==> src/hw/rtl/lcs_ram.sv <==
// Generic single-write, single-read RAM with a registered read port.
module lcs_ram #(
   parameter int WIDTH = 8,
   parameter int DEPTH = 16
) (
   input  logic                                  clock,
   input  logic                                  wr_en,
   input  logic [((DEPTH > 1) ? $clog2(DEPTH) : 1)-1:0] wr_addr,
   input  logic [WIDTH-1:0]                      wr_data,
   input  logic [((DEPTH > 1) ? $clog2(DEPTH) : 1)-1:0] rd_addr,
   output logic [WIDTH-1:0]                      rd_data
);

   logic [WIDTH-1:0] mem_ff [DEPTH];
   logic [WIDTH-1:0] rd_data_ff;

   always_ff @(posedge clock) begin
      if (wr_en) begin
         mem_ff[wr_addr] <= wr_data;
      end
      rd_data_ff <= mem_ff[rd_addr];
   end

   assign rd_data = rd_data_ff;

endmodule

==> config.mk <==
export PLATFORM = sky130hd
export DESIGN_NAME = lcs_ram
export DESIGN_NICKNAME = d
export VERILOG_FILES = /design/src/hw/rtl/lcs_ram.sv
export SDC_FILE = /design/constraint.sdc
export NUM_CORES = 1
export LEC_CHECK = 0
export ABC_AREA = 1
export BUFFER_PORTS_ARGS = -buffer_cell sky130_fd_sc_hd__clkbuf_2
export CORE_UTILIZATION = 65
export CTS_BUF_LIST = sky130_fd_sc_hd__clkbuf_4 sky130_fd_sc_hd__clkbuf_8
export DETAILED_ROUTE_END_ITERATION = 10
export PLACE_DENSITY = 0.95
export SLEW_MARGIN = 20
export SYNTH_ARGS = -nofsm -noshare
export SYNTH_HDL_FRONTEND = slang
export SYNTH_SLANG_ARGS = --single-unit
==> constraint.sdc <==
create_clock -name clock -period 2.5 [get_ports clock]
set_input_delay 0.5 -clock clock [delete_from_list [all_inputs] [get_ports clock]]
set_output_delay 0.5 -clock clock [all_outputs]
set_load 0.01 [all_outputs]
==> metrics, run 1 <==
status=finished, final reports clean; Initial Utilization=68.8%; die width=96.2 µm; final worst slack=995 ps; DP HPWL=7980 µm; worst-path cell chain=clkbuf_2; Tot GR Track Use=30.7%; core area=0.00838 mm²; Least-Margin Pin Slew=833 ps; TNS Setup=0 ps; total gr overflow=0; # clock sinks=136; I/O pins=26; worst reg-to-reg path cell count=6; HP Class=primary input to flip-flop; die area=0.00925 mm²; CTS H-Tree Depth=4; TritonCTS Buffers=17; max-slew violations=0; reg-to-reg slack, setup=1420 ps; sequential fraction of the synthesis area=69.4%; maximum number of pins on one net before global-route repair=65; max frequency=665 MHz; Root Buffer Master=clkbuf_8; Hold Crit Depth=3; Netlist cell types=12; Max stage delay on crit path=400 ps; Max-Slew Margin vs Limit=44.3%; Wirelength per Cell=18.6 µm; top cells by area, synth=edfxtp_1, nand2_1, nand3_1, inv_1, dfxtp_1; Mean Syn Cell Area=10.5 µm²; num rows=33; DRC=0; CTS resizes=0; Worst setup SP type=flip-flop; CTS tree=done; Power Dens Cells=732 mW/mm²; share of layout cells above drive strength 1=10.5%; Chip Height=96.2 µm; Post-Syn Nets=569; Yosys top cell area share=66.7%; Critical Path AT=1000 ps; Post-CTS Setup Bufs=0; final setup vio count=0; Max Cap Violations=0; slowest stage cell, crit path=dfxtp_1; final WL=12,900 µm; Via Count=4,082; Final Power=4590 µW; DR iter-0 viols=660; DRT Pass-1 Iters=6; critical path peak fanout=1; vias in the first global route=3,785; final RePlAce weighted congestion=0.960; initial antenna violation count=0; Setup CP Type=flip-flop to output port; post-placement setup slack=606 ps; cell family with most CP delay=flip-flops; Yosys Warn Count=0; Layout area overhead=8.68%; number of fill cells=512; Hold Fails Final Rpt=0; leak pwr=0.00273 µW; first-pass GRT wire length=19,700 µm; worst path required time=2000 ps; critical path endpoint category=output port; Clock Skew=8.16 ps; Hold EP=rd_data[1]; hold buffers post-CTS=0; Placed Cells=661; Clk Latency, worst-skew pair=440 ps; Ant. Diodes=0; PortBufs=25; post-synthesis register bit count=136; mapped cell area=0.00577 mm²; number of routed nets with antenna violations=0; Worst-path clk slew=80 ps; R2R Path End=rd_data[5]; leading area contributor after synthesis=edfxtp_1; FF-to-FF Start=mem_ff[9][5]; worst vdd ir=0.596 mV; CTS Buffer Depth=2; worst hold start=rd_addr[3]; via/cell ratio=5.89; Nets=593; Synth Instances=551; post-layout minimum cycle time=1500 ps; CP bufs+invs=1; final cell count without fillers=693; Final Cycle Share=60.2%; RSZ-0062 raised after global routing=false
cell usage in the layout (no fill, tap or decap):
master and n:
nand2_1 173, edfxtp_1 128, inv_1 100, nand3_1 97, clkbuf_2 25, nor2_1 17
clkbuf_8 17, dfxtp_1 8, inv_6 5, clkinv_4 4, buf_4 4, inv_2 2
nand3b_1 2, clkinvlp_4 2, clkinv_1 1, bufinv_16 1, inv_8 1, clkbuf_4 1
power breakdown:
part	switching, µW	internal [µW]
sequential	19.6	2550
clock	897	820
combinational	223	81.6
total	1140	3450
sequential cells by signal, summed over array words and instances, names as in the netlist:
| register | flops |
|---|---|
| mem_ff | 128 |
| rd_data | 8 |
through the flow:
stage / area, µm² / hold slack, ps / utilization, %
global route: 6270 / 442 / 74.8
finish: 6270 / 455 / 74.8
global placement: 5890 / 642 / 70.2
detailed placement: 5890 / 663 / 70.2
floorplan: 5770 / 599 / -
CTS: 6270 / 423 / 74.8
worst max-delay path by stage:
stage	startpoint	cells after the start	to
after CTS	rd_data[3]	1	rd_data[3]
after floorplan	wr_addr[2]	2	mem_ff[10][0]
final	rd_data[3]	1	rd_data[3]
after detailed placement	wr_addr[3]	3	mem_ff[4][6]
after global placement	wr_addr[3]	3	mem_ff[4][6]
after global routing	wr_addr[3]	3	mem_ff[4][5]
synth_stat cells (all sizes together):
library cell,n
nand2,173
edfxtp,128
inv,102
nand3,97
buf,24
nor2,17
dfxtp,8
nand3b,2
area by class of cell:
class | instances | area [µm²] | share of cell area [%]
sequential | 136 | 4000 | 63.9
multi-input combinational | 289 | 1210 | 19.4
inverter | 102 | 383 | 6.11
clock buffer | 18 | 241 | 3.85
timing repair buffer | 29 | 155 | 2.48
clock inverter | 14 | 139 | 2.22
tap | 105 | 131 | 2.10
routing by layer:
metal / track usage (%) / up-vias / wire [µm]
li1: - / 1825 / -
met4: 20.4 / 0 / 646
met1: 39.2 / 1862 / 4580
met3: 8.69 / 64 / 1470
met2: 46.1 / 331 / 6210
met5: 0 / - / 0
cells by family (layout without fill, tap and decap cells):
kind of cell | after synthesis | after routing | share of synthesized area, %
buffers and inverters | 126 | 163 | 9.52
DFF | 136 | 136 | 69.4
and+or+nand+nor | 289 | 289 | 21.0
Note: power is estimated with default switching activity, not from simulation.
==> run 2, diff against run 1 <==
CORE_UTILIZATION = 57   (was 65)
PLACE_DENSITY = 0.89   (was 0.95)
clock period = 1.3 ns   (was 2.5 ns; I/O delays follow)
==> metrics, run 2 (synthesis gave the netlist of run 1 again) <==
status=finished, final reports clean; final hold slack=301 ps (-154 ps); CTS H-Tree Depth=4 (unchanged); Max stage delay on crit path=360 ps (-40 ps); Hold Fails Final Rpt=0 (unchanged); Root Buffer Master=clkbuf_8; Least-Margin Pin Slew=399 ps (-434 ps); Hold Crit Depth=1 (-2); reg-to-reg slack, setup=250 ps (-1170 ps); R2R Path End=rd_data[0]; Initial Utilization=59.0% (-9.8 points); hold buffers post-CTS=0 (unchanged); Max Cap Violations=0 (unchanged); Via Count=4,161 (+1.9%); Setup CP Type=flip-flop to output port; Sw Ratio=22.1% (-2.8 points); max frequency=844 MHz; total gr overflow=0 (unchanged); via/cell ratio=5.58 (-5.3%); Chip Height=103 µm (+6.6%); vias in the first global route=4,126 (+9.0%); Pint=6980 µW (+100%); DRC=0 (unchanged); core area=0.00977 mm² (+17%); die width=103 µm (+6.6%); Seq pwr share=55.0% (-0.9 points); Ant. Diodes=0 (unchanged); DR iter-0 viols=500 (-24%); leak pwr=0.00287 µW (+5.3%); initial antenna violation count=0 (unchanged); Max-Slew Margin vs Limit=73.4% (+29 points); worst reg-to-reg path cell count=6 (unchanged); Critical Path AT=920 ps (-80 ps); Hold EP=mem_ff[12][0]; slowest stage cell, crit path=dfxtp_1; RSZ-0062 raised after global routing=false; Clock Skew=10.8 ps (+2.63 ps); CTS resizes=0 (unchanged); Final Util=66.8% (-8.0 points); max-slew violations=0 (unchanged); final WL=13,400 µm (+4.2%); DP HPWL=8290 µm (+3.9%); I/O pins=26 (unchanged); Worst-path clk slew=70 ps (about the same); worst path required time=1040 ps (-960 ps); cell family with most CP delay=flip-flops; worst vdd ir=0.703 mV (+18%); number of routed nets with antenna violations=0 (unchanged); die area=0.0105 mm² (+14%); Wirelength per Cell=18.0 µm (-3.2%); Worst setup SP type=flip-flop; share of layout cells above drive strength 1=13.7% (+3.2 points); CTS tree=done; num rows=36 (+9.1%); FF-to-FF Start=mem_ff[10][0]; max FFs per register=128 (unchanged); Clk Latency, worst-skew pair=430 ps (about the same); most frequent cells in the layout=nand2_1, edfxtp_1, inv_1; TritonCTS Buffers=17 (unchanged); HP Class=primary input to flip-flop; power share of the clock group=37.8% (+0.4 points); Post-CTS Setup Bufs=0 (unchanged); worst-path cell chain=clkbuf_2; CP bufs+invs=1 (unchanged); Tot GR Track Use=28.1% (-2.6 points); Biggest register=mem_ff; most common cell after layout, fill and taps aside=nand2_1; final setup vio count=0 (unchanged); Net Switching=1980 µW (+74%); worst hold start=wr_data[0]; CTS Buffer Depth=2 (unchanged); critical path peak fanout=1 (unchanged); critical path endpoint category=output port; combinational power share=7.2% (+0.5 points); Layout area overhead=13.3%; PortBufs=25 (unchanged); Nets=620 (+4.6%); Power Dens Cells=1370 mW/mm² (+87%); final RePlAce weighted congestion=0.859 (-10%); maximum number of pins on one net before global-route repair=29 (-55%); # clock sinks=136 (unchanged); Final Cycle Share=91.1%; post-layout minimum cycle time=1180 ps; first-pass GRT wire length=21,100 µm (+7.2%); DRT Pass-1 Iters=6 (unchanged)
-- run 2: cell type report --
cell class | count | area [µm²]
Clock buffer | 19 | 249
Timing Repair Buffer | 56 | 383
Tap cell | 133 | 166
Multi-Input combinational cell | 289 | 1210
Fill cell | 679 | 3240
Sequential cell | 136 | 4000
Clock inverter | 11 | 133
Inverter | 102 | 383
-- run 2: power groups by stage --
stage          sequential, µW  combinational, µW  clock, µW
2_1_floorplan            5030                346          0
3_3_place_gp             5020                586          0
3_5_place_dp             5020                616          0
4_1_cts                  4930                628       3410
5_1_grt                  4940                699       3580
6_report                 4930                641       3390
-- run 2: layer usage --
layer / wire length [µm] / track usage (%) / vias up
met5: 0 / 0 / -
met4: 585 / 17.7 / 0
met3: 1370 / 6.17 / 65
met2: 6410 / 42.8 / 300
met1: 5080 / 37.0 / 1920
li1: - / - / 1876
-- run 2: worst max-delay path by stage --
stage	startpoint	depth (start not counted)	endpoint	slack, ps
4_1_cts	rd_data[1]	1	rd_data[1]	90
2_1_floorplan	wr_addr[3]	2	mem_ff[4][0]	90
3_5_place_dp	rd_addr[0]	7	rd_data[1]	-20
6_report	rd_data[1]	1	rd_data[1]	120
5_1_grt	rd_data[1]	1	rd_data[1]	70
3_3_place_gp	rd_addr[0]	7	rd_data[0]	-6
-- run 2: metrics by stage --
stage	instances	worst slack [ps]	instance area [µm²]	total power [µW]	setup TNS (ps)
after global routing	746	67.4	6530	9210	0
after detailed placement	716	-21.7	6150	5640	-42.5
final	746	115	6530	8960	0
after floorplan	551	89.2	5770	5380	0
after global placement	716	-5.79	6150	5610	-5.79
after CTS	746	89.3	6530	8960	0
==> run 3, diff against run 2 <==
--- a/constraint.sdc
+++ b/constraint.sdc
@@ -3,2 +3,2 @@
 set_output_delay 0.26 -clock clock [all_outputs]
-set_load 0.01 [all_outputs]
+set_load 0.1 [all_outputs]
==> metrics, run 3 (synthesis gave the netlist of run 1 again) <==
Worst-path clk slew=80 ps (about the same); Least-Margin Pin Slew=406 ps (+6.92 ps); Ant. Diodes=0 (unchanged); Tot GR Track Use=28.3% (+0.16 points); critical path peak fanout=1 (unchanged); post-route cell area=0.00671 mm² (+2.7%); leak pwr=0.00294 µW (+2.4%); Power Dens Cells=1440 mW/mm² (+4.6%); CTS H-Tree Depth=4 (unchanged); worst-path cell chain=buf_12; num rows=36 (unchanged); post-placement setup slack=1.05 ps (+22.7 ps); total gr overflow=0 (unchanged); grt met2 use=45.8% (+3.0 points); via/cell ratio=5.46 (-2.1%); final RePlAce weighted congestion=0.857 (-0.29%); Clock Skew=12.0 ps (+1.21 ps); critical path endpoint category=output port; met1 usage=36.2% (-0.79 points); Layout area overhead=16.4%; Wirelength per Cell=17.9 µm (-0.66%); Max Cap Violations=0 (unchanged); Chip Height=103 µm (unchanged); TNS Setup=0 ps (unchanged); Worst setup SP type=flip-flop; die area=0.0105 mm² (unchanged); max-slew violations=0 (unchanged); DRC=0 (unchanged); I/O pins=26 (unchanged); share of layout cells above drive strength 1=14.7% (+1.0 points); first-pass GRT wire length=21,000 µm (-0.62%); Final Cycle Share=96.9% (+5.8 points); initial antenna violation count=0 (unchanged); # clock sinks=136 (unchanged); Clk Latency, worst-skew pair=440 ps (about the same); Critical Path AT=1000 ps (+80 ps); DR iter-0 viols=557 (+11%); core area=0.00977 mm² (unchanged); Root Buffer Master=clkbuf_8; grt peak-use layer=met2; Final Power=9630 µW (+7.5%); CP bufs+invs=1 (unchanged); final WL=13,300 µm (-0.93%); Biggest register=mem_ff; Max stage delay on crit path=380 ps (+20 ps); most common cell after layout, fill and taps aside=nand2_1; TritonCTS Buffers=17 (unchanged); reg-to-reg slack, setup=210 ps (-40 ps); final setup vio count=0 (unchanged); worst path required time=1040 ps (about the same); Final Util=68.7% (+1.8 points); number of routed nets with antenna violations=0 (unchanged); status=finished, final reports clean; max frequency=794 MHz (-5.9%); die width=103 µm (unchanged); M3 GR Usage=6.10% (-0.068 points); CTS tree=done; vias in the first global route=4,039 (-2.1%); Post-CTS Setup Bufs=0 (unchanged); CTS Buffer Depth=2 (unchanged); Hold Fails Final Rpt=0 (unchanged); DRT Pass-1 Iters=6 (unchanged); worst vdd ir=0.785 mV (+12%); final worst slack=40.6 ps (-74.9 ps); max FFs per register=128 (unchanged); Via Count=4,063 (-2.4%); maximum number of pins on one net before global-route repair=54 (+86%); slowest stage cell, crit path=dfxtp_1; placed instance area=0.00627 mm² (+2.0%); Max-Slew Margin vs Limit=72.9% (-0.46 points); Setup CP Type=flip-flop to output port; most frequent cells in the layout=nand2_1, edfxtp_1, inv_1; RSZ-0062 raised after global routing=false; HP Class=primary input to flip-flop; cell family with most CP delay=flip-flops; Initial Utilization=59.0% (unchanged); DP HPWL=8370 µm (+0.89%); PortBufs=25 (unchanged); Nets=617 (-0.48%); post-layout minimum cycle time=1260 ps (+74.9 ps)
-- run 3: changes by cell type in the layout (fill, tap and decap cells not counted), sizes merged --
| cell | delta |
|---|---|
| buf | +5 |
| bufinv | +1 |
| clkbuf | -10 |
| clkinv | +1 |
| clkinvlp | -2 |
| inv | +3 |
-- run 3: layout make-up --
class | count | area, µm²
inverter | 102 | 383
tap | 133 | 166
fill | 673 | 3060
clock inverter | 14 | 199
clock buffer | 17 | 234
multi-input combinational | 289 | 1210
sequential | 136 | 4010
timing repair buffer | 53 | 505
-- run 3: metal layers --
metal,up-vias,part of all wire [%]
met1,1920,38
met4,0,3.0
met2,234,50
li1,1871,-
met5,-,0
met3,38,9.0
-- run 3: through the flow --
step	cells	hold WS (ps)
after floorplan	551	359
after global placement	713	657
after detailed placement	713	664
after CTS	744	199
after global routing	744	211
final	744	211
-- run 3: final timing paths --
check | startpoint | cells past startpoint | to
min | rd_addr[3] | 3 | rd_data[6]
max reg2reg | mem_ff[1][6] | 6 | rd_data[6]
min reg2reg | mem_ff[11][3] | 6 | rd_data[3]
max | rd_data[5] | 1 | rd_data[5]
-- run 3: where the power goes --
group | switching, µW | internal [µW] | total [µW]
sequential | 50.1 | 4900 | 4950
combinational | 634 | 289 | 923
clock | 1660 | 2100 | 3760
total | 2340 | 7290 | 9630
-- run 3: repair_timing --
action,CTS,global route
endpoints found under the setup margin,2,2
resized for setup,2,2
hold buffers,0,0
cloned,0,0
pin swaps,0,0
